## src/rtl/ospt_pkg.sv

```systemverilog
`default_nettype none

package ospt_pkg;

  localparam int NUM_TIMERS = 8;
  localparam int TICK_BITS  = 32;
  localparam int IDX_W      = (NUM_TIMERS > 1) ? $clog2(NUM_TIMERS) : 1;
  localparam int MASK_W     = 8;

  typedef enum logic [2:0] {
    ACT_INIT    = 3'd0,
    ACT_START   = 3'd1,
    ACT_STOP    = 3'd2,
    ACT_DESTROY = 3'd3,
    ACT_TICK    = 3'd4,
    ACT_QUERY   = 3'd5
  } action_t;

  typedef enum logic [1:0] {
    ST_CREATED   = 2'd0,
    ST_STARTED   = 2'd1,
    ST_STOPPED   = 2'd2,
    ST_DESTROYED = 2'd3
  } tstate_t;

  typedef enum logic {
    S_IDLE = 1'b0,
    S_OP   = 1'b1
  } fsm_t;

  typedef struct packed {
    action_t     action;
    logic [2:0]  timer_id;
    logic [31:0] start_delay;
    logic [31:0] period;
    logic        hard_type;
  } in_item_t;

  typedef struct packed {
    logic [MASK_W-1:0] expired_hard_mask;
    logic [MASK_W-1:0] expired_soft_mask;
    logic [31:0]       info_start_delay;
    logic [31:0]       info_period;
    logic              info_hard;
    tstate_t           info_state;
  } out_item_t;

  // One row of the timer table.
  typedef struct packed {
    logic [31:0]          delay;
    logic [31:0]          period;
    logic [TICK_BITS-1:0] count;
    tstate_t              state;
    logic                 active;
    logic                 hard;
  } entry_t;

  localparam entry_t ENTRY_RESET = '{
    delay:  32'd0,
    period: 32'd0,
    count:  {TICK_BITS{1'b0}},
    state:  ST_DESTROYED,
    active: 1'b0,
    hard:   1'b0
  };

endpackage

`default_nettype wire

```

## src/rtl/ospt_table.sv

```systemverilog
`default_nettype none

module ospt_table (
  input  wire logic                  clk,
  input  wire logic                  rst_n,
  input  wire logic [ospt_pkg::IDX_W-1:0] rd_addr,
  output ospt_pkg::entry_t           rd_data,
  input  wire logic                  wr_en,
  input  wire logic [ospt_pkg::IDX_W-1:0] wr_addr,
  input  wire ospt_pkg::entry_t      wr_data
);
  import ospt_pkg::*;

  entry_t                mem_r [NUM_TIMERS];
  logic [NUM_TIMERS-1:0] vld_r;
  entry_t                rd_q_r;
  logic                  rd_vld_r;

  // Mark rows written since reset; unwritten rows read as the reset row.
  always_ff @(posedge clk) begin
    if (!rst_n) begin
      vld_r <= '0;
    end else if (wr_en) begin
      vld_r[wr_addr] <= 1'b1;
    end
  end

  always_ff @(posedge clk) begin
    if (wr_en) begin
      mem_r[wr_addr] <= wr_data;
    end
  end

  always_ff @(posedge clk) begin
    rd_q_r   <= mem_r[rd_addr];
    rd_vld_r <= vld_r[rd_addr];
  end

  assign rd_data = rd_vld_r ? rd_q_r : ENTRY_RESET;

endmodule

`default_nettype wire

```

## src/rtl/one_shot_periodic_timer_bank.sv

```systemverilog
`default_nettype none

// Channel   | Ports                       | Handshake
// ----------+-----------------------------+---------------------------------------
// command   | start, busy, in_item        | beat taken at edge with start && !busy
// result    | out_valid, out_result       | beat shown one cycle, no back-pressure
//
// Steps: a tick accepts the command, then handles one table row per cycle through
// the single read port; every other action accepts, then handles its one row.
// The result beat appears in the cycle after the last row is handled; busy is
// already low then, so the next command may be taken in that same cycle.
// Reset: synchronous, active low; all timers read as destroyed until written.
// Stalls: none on the result side; the receiver must take every beat.

module one_shot_periodic_timer_bank (
  input  wire logic            clk,
  input  wire logic            rst_n,
  input  wire logic            start,
  output logic                 busy,
  input  wire ospt_pkg::in_item_t in_item,
  output logic                 out_valid,
  output ospt_pkg::out_item_t  out_result
);
  import ospt_pkg::*;

  fsm_t                  state_r, state_nxt;
  in_item_t              cmd_r;
  logic [IDX_W-1:0]      idx_r;
  logic [MASK_W-1:0]     hmask_r, hmask_nxt;
  logic [MASK_W-1:0]     smask_r, smask_nxt;
  logic                  out_valid_r;
  out_item_t             out_result_r;

  logic                  accept;
  logic                  finish;
  logic                  last;
  logic                  id_ok;
  logic                  fire;
  logic [IDX_W-1:0]      rd_addr;
  entry_t                rd_data;
  logic                  wr_en;
  entry_t                wr_data;
  out_item_t             res;

  // Count to load: the start delay, or the period when the delay is zero.
  function automatic logic [TICK_BITS-1:0] initial_count(input logic [31:0] d,
                                                        input logic [31:0] p);
    return (d != 32'd0) ? d[TICK_BITS-1:0] : p[TICK_BITS-1:0];
  endfunction

  ospt_table u_table (
    .clk     (clk),
    .rst_n   (rst_n),
    .rd_addr (rd_addr),
    .rd_data (rd_data),
    .wr_en   (wr_en),
    .wr_addr (idx_r),
    .wr_data (wr_data)
  );

  assign accept = start && (state_r == S_IDLE);
  assign last   = (int'(idx_r) == NUM_TIMERS - 1);
  assign id_ok  = (int'(cmd_r.timer_id) < NUM_TIMERS);

  // Next state.
  always_comb begin
    state_nxt = state_r;
    unique case (state_r)
      S_IDLE: begin
        if (start) state_nxt = S_OP;
      end
      S_OP: begin
        if (finish) state_nxt = S_IDLE;
      end
      default: state_nxt = S_IDLE;
    endcase
  end

  // Datapath and outputs: read a row, modify it and write it back, or report it for a query.
  always_comb begin
    busy      = (state_r != S_IDLE);
    wr_en     = 1'b0;
    wr_data   = rd_data;
    hmask_nxt = hmask_r;
    smask_nxt = smask_r;
    res       = '0;
    finish    = 1'b0;
    fire      = 1'b0;

    // In idle, fetch the addressed row (row 0 for a tick walk); while walking,
    // prefetch the next row. The row written this cycle is never the one read.
    if (state_r == S_IDLE) begin
      rd_addr = (in_item.action == ACT_TICK) ? '0 : IDX_W'(in_item.timer_id);
    end else begin
      rd_addr = idx_r + 1'b1;
    end

    if (state_r == S_OP) begin
      unique case (cmd_r.action)
        ACT_TICK: begin
          wr_en  = 1'b1;
          finish = last;
          if (rd_data.active) begin
            if (rd_data.count == '0) begin
              fire = 1'b1;
            end else begin
              wr_data.count = rd_data.count - 1'b1;
              fire          = (rd_data.count == TICK_BITS'(1));
            end
          end
          if (fire) begin
            for (int k = 0; k < MASK_W; k++) begin
              if (int'(idx_r) == k) begin
                if (rd_data.hard) hmask_nxt[k] = 1'b1;
                else              smask_nxt[k] = 1'b1;
              end
            end
            // Reload a periodic timer; drop a one-shot to stopped.
            if (rd_data.period != 32'd0) begin
              wr_data.count = rd_data.period[TICK_BITS-1:0];
            end else begin
              wr_data.active = 1'b0;
              wr_data.state  = ST_STOPPED;
            end
          end
          res.expired_hard_mask = hmask_nxt;
          res.expired_soft_mask = smask_nxt;
        end
        ACT_INIT: begin
          finish         = 1'b1;
          wr_en          = id_ok;
          wr_data.delay  = cmd_r.start_delay;
          wr_data.period = cmd_r.period;
          wr_data.count  = initial_count(cmd_r.start_delay, cmd_r.period);
          wr_data.state  = ST_CREATED;
          wr_data.active = 1'b0;
          wr_data.hard   = cmd_r.hard_type;
        end
        ACT_START: begin
          finish = 1'b1;
          if (id_ok && (rd_data.state == ST_CREATED || rd_data.state == ST_STOPPED)) begin
            wr_en          = 1'b1;
            wr_data.count  = initial_count(rd_data.delay, rd_data.period);
            wr_data.state  = ST_STARTED;
            wr_data.active = 1'b1;
          end
        end
        ACT_STOP: begin
          finish = 1'b1;
          if (id_ok && rd_data.state == ST_STARTED) begin
            wr_en          = 1'b1;
            wr_data.active = 1'b0;
            wr_data.state  = ST_STOPPED;
          end
        end
        ACT_DESTROY: begin
          finish = 1'b1;
          if (id_ok) begin
            wr_en = 1'b1;
            if (rd_data.state == ST_STARTED) wr_data.active = 1'b0;
            wr_data.state = ST_DESTROYED;
          end
        end
        ACT_QUERY: begin
          finish = 1'b1;
          if (id_ok) begin
            res.info_start_delay = rd_data.delay;
            res.info_period      = rd_data.period;
            res.info_hard        = rd_data.hard;
            res.info_state       = rd_data.state;
          end else begin
            res.info_state = ST_DESTROYED;
          end
        end
        default: finish = 1'b1;
      endcase
    end
  end

  always_ff @(posedge clk) begin
    if (!rst_n) begin
      state_r     <= S_IDLE;
      out_valid_r <= 1'b0;
    end else begin
      state_r     <= state_nxt;
      out_valid_r <= (state_r == S_OP) && finish;
    end
  end

  // Hold the command, advance the walk index, collect expiry bits.
  always_ff @(posedge clk) begin
    if (accept) begin
      cmd_r   <= in_item;
      idx_r   <= (in_item.action == ACT_TICK) ? '0 : IDX_W'(in_item.timer_id);
      hmask_r <= '0;
      smask_r <= '0;
    end else if (state_r == S_OP) begin
      idx_r   <= idx_r + 1'b1;
      hmask_r <= hmask_nxt;
      smask_r <= smask_nxt;
      if (finish) out_result_r <= res;
    end
  end

  assign out_valid  = out_valid_r;
  assign out_result = out_result_r;

  a_accept_busy: assert property (@(posedge clk) disable iff (!rst_n)
    accept |=> busy)
    else $error("command taken but block not busy");

  a_beat_after_op: assert property (@(posedge clk) disable iff (!rst_n)
    out_valid |-> ($past(state_r) == S_OP) && !busy)
    else $error("result beat without a finished operation");

  a_walk_advance: assert property (@(posedge clk) disable iff (!rst_n)
    (state_r == S_OP && cmd_r.action == ACT_TICK && !last)
      |=> (state_r == S_OP) && (idx_r == $past(idx_r) + 1'b1))
    else $error("tick walk skipped or stopped early");

  a_no_rw_overlap: assert property (@(posedge clk) disable iff (!rst_n)
    (wr_en && cmd_r.action == ACT_TICK && !last) |-> (rd_addr != idx_r))
    else $error("row read while being written");

  a_single_op_short: assert property (@(posedge clk) disable iff (!rst_n)
    (state_r == S_OP && cmd_r.action != ACT_TICK) |=> (state_r == S_IDLE))
    else $error("single-row action did not finish in one step");

endmodule

`default_nettype wire

```

## config.mk

```make
export PLATFORM = sky130hd
export DESIGN_NAME = one_shot_periodic_timer_bank
export DESIGN_NICKNAME = d
export VERILOG_FILES = /design/src/rtl/ospt_pkg.sv /design/src/rtl/ospt_table.sv /design/src/rtl/one_shot_periodic_timer_bank.sv
export SDC_FILE = /design/constraint.sdc
export NUM_CORES = 1
export LEC_CHECK = 0
export BUFFER_PORTS_ARGS = -buffer_cell sky130_fd_sc_hd__buf_2
export CORE_MARGIN = 8
export CORE_UTILIZATION = 40
export DETAILED_ROUTE_END_ITERATION = 12
export GPL_TIMING_DRIVEN = 1
export PLACE_DENSITY_LB_ADDON = 0.15
export SLEW_MARGIN = 20
export SYNTH_ARGS = -nofsm -noshare
export SYNTH_HDL_FRONTEND = slang
export SYNTH_SLANG_ARGS = --single-unit
```

## constraint.sdc

```tcl
create_clock -name clk -period 16.4 [get_ports clk]
set_input_delay 0.82 -clock clk [delete_from_list [all_inputs] [get_ports clk]]
set_output_delay 0.82 -clock clk [all_outputs]
set_load 0.05 [all_outputs]
```

==> impl_metrics.csv <==
group,metric,value,unit
die,start_util,0.402,
final_layout,drive_above_1_share,0.270,
final_layout,area_growth,14.6,%
global_routing,grt_usage,0.204,
cts,htreeDepth,3,
global_routing,antenna_found_initial,3,
logic_synthesis,synth_edf_count,954,
die,die_h,341,um
timing,grt_setup_unrepaired,"no",
die,fp.dieW,341,um
logic_synthesis,synth_top_area_frac,0.679,
logic_synthesis,async_flop_share,0,
cts,holdBufCountCts,0,
hold_path,hold_depth,1,
cts,postCtsResizedCells,0,
global_routing,grt_max_degree,102,
outcome,status,"finished clean",
worst_setup_path,cp-start-kind,"flop",
timing,slew_headroom,0.228,
die,placementRows,119,
worst_setup_path,crit_path_end_kind,"flop",
detailed_routing,drc,0,
logic_synthesis,synth_top_cell_by_area,"edfxtp_1",
timing,setup_viol,0,
cts,clock_path_buffers,3,
logic_synthesis,yosys_register_bits,1081,
cts,cts_setup_buffers,0,
cts,cts_tree,"yes",
detailed_routing,dr.pass1.iters,6,
logic_synthesis,yosys_warnings,0,
timing,setup_tns,0,ps
logic_synthesis,ys_top_cells_by_count,"edfxtp_1 (954), nand2_1 (230), mux4_2 (202)",
placement,gp_congestion,0.861,
logic_synthesis,synth_cells,2360,
final_layout,nets,2620,
worst_setup_path,crit_arrival,5170,ps
timing,fmax,218,MHz
power,powerDensity,131,nW/um2
power,peakVddDrop,0.000101,V
placement,portBuffers,158,
timing,finalCritPeriodShare,0.280,
cts,cts_num_sinks,1081,
detailed_routing,routed_wirelength,120000,um
detailed_routing,ant_nets,0,
timing,fin_worst_skew,28.7,ps
timing,drv_slew,0,
worst_setup_path,timing.rr.start,"idx_r[1]",
worst_setup_path,reg2regPathDepth,9,
logic_synthesis,avgSynthCellArea,17.9,um2
global_routing,grt_pass1_wl,174000,um
timing,worst_pin_slew,1150,ps
worst_setup_path,r2r_setup_slack,11810,ps
hold_path,hold_end,"cmd_r[51]",
hold_path,hp-class,"in2reg",
logic_synthesis,synth_cell_types,75,
die,dieArea,116000,um2
detailed_routing,wl_per_cell,29.9,um
logic_synthesis,synthTopCellsByArea,"edfxtp_1 (68%), mux4_2 (11%), dfxtp_1 (6.0%), mux2_2 (2.8%), nand2_1 (2.0%)",
logic_synthesis,ys_seq_area_frac,0.739,
die,io_pins,159,
logic_synthesis,syn_nets,2441,
cts,cts_made_buffers,110,
logic_synthesis,synth_area,42200,um2
detailed_routing,dr.first_iter.drc_count,3039,
detailed_routing,drt-vias-per-instance,5.82,
placement,hpwl,72100,um
final_layout,fin_area,48300,um2
logic_synthesis,synth.most_common_cell,"edfxtp_1",
hold_path,min_from,"in_item[51]",
cts,cts-root-buf,"clkbuf_16",
final_layout,num_antenna_cells,0,
timing,finalCriticalPeriod,4590,ps
cts,clk_latency,700,ps
cts,clkTransAtPathRegs,70,ps
power,p_leak,15.8,nW
timing,hold_ws,298,ps
placement,dpl-instance-area,44700,um2
detailed_routing,route.vias.total,23500,
job,maxCapViolations,0,
global_routing,first_global_vias,24000,
worst_setup_path,cp.required,16980,ps
logic_synthesis,synthFlopType,"edfxtp_1",
worst_setup_path,critPathKind,"reg2reg",
global_routing,overflow,0,
die,core,105000,um2
worst_setup_path,r2r_end,"u_table.rd_q_r[24]",
worst_setup_path,crit_path_max_fanout,46,
timing,hold_viol_final,0,
==> worst max path at each step <==
stage | from | endpoint | slack (ps)
floorplan | busy | u_table.mem_r[1][0] | 7350
global placement | in_item[69] | u_table.rd_q_r[24] | 11400
detailed placement | in_item[69] | u_table.rd_q_r[17] | 11370
CTS | idx_r[1] | u_table.rd_q_r[17] | 11610
global route | idx_r[1] | u_table.rd_q_r[17] | 11320
finish | idx_r[1] | u_table.rd_q_r[24] | 11810
==> state kept, by name, summed over array words and instances, names as in the netlist <==
register / cells
hmask_r: 8
u_table.mem_r: 800
u_table.rd_vld_r: 1
busy: 1
out_result: 83
u_table.rd_q_r: 100
idx_r: 3
u_table.vld_r: 8
cmd_r: 68
out_valid: 1
smask_r: 8
==> through the flow <==
step	util	setup slack (ps)	power, mW	instances
after global routing	0.460	11320	6.51	4027
after CTS	0.460	11610	6.38	4027
after detailed placement	0.426	11370	3.89	3818
after floorplan	-	7350	3.63	2360
final	0.460	11810	6.32	4027
after global placement	0.426	11400	3.88	3818
==> layer usage <==
metal	wire [um]	global-route usage	vias to the layer above	part of all wire
li1	-	-	9860	-
met1	51700	0.290	12400	0.43
met2	56300	0.324	1049	0.47
met3	9160	0.0342	190	0.076
met4	3220	0.0607	0	0.027
met5	0	0	-	0
==> report_power, final <==
part           switching (mW)  internal [mW]  total [mW]
combinational           0.302          0.235       0.537
sequential              0.193           3.10        3.29
clock                    1.05           1.44        2.49
total                    1.55           4.77        6.32
==> kinds of logic (layout without fill, tap and decap cells) <==
group,count (synthesis),after routing,share of synthesized area
DFF,1081,1081,0.739
and+or+nand+nor,529,529,0.0602
muxes,309,309,0.136
AOI/OAI and AO/OA,283,283,0.0476
buffers and inverters,145,421,0.0131
adders and majority gates,7,7,0.00208
xor gates and xnor gates,6,6,0.00125
==> worst max-delay path: stages (launching register included) <==
cell	delay, ps
edfxtp_1	500
inv_1	130
ha_1	310
nand2_1	90
o21ai_4	70
buf_4	720
buf_4	760
buf_4	860
mux4_2	610
mux2_2	280
==> cell usage in the layout, fill, tap and decap left out, types with 13 or more instances in the layout <==
master	n
and2_1	62
clkbuf_1	20
clkinv_2	25
buf_2	158
a21oi_1	61
clkinv_1	22
dfxtp_1	126
a221oi_1	22
o21ai_0	49
a221o_1	34
nand2_1	228
edfxtp_1	954
nor4_1	37
buf_4	39
nor3_1	13
nand3_1	58
nor2_1	58
mux4_2	202
clkbuf_16	110
mux2_2	102
==> area by class of cell <==
class / count / area, um2
clock buffer: 139 / 2950
clock inverter: 70 / 656
multi-input combinational: 1134 / 10600
sequential: 1081 / 31200
timing repair buffer: 200 / 1140
inverter: 12 / 48.8
fill: 8941 / 56600
tap: 1391 / 1740
Power figures use the tool's default switching activity.
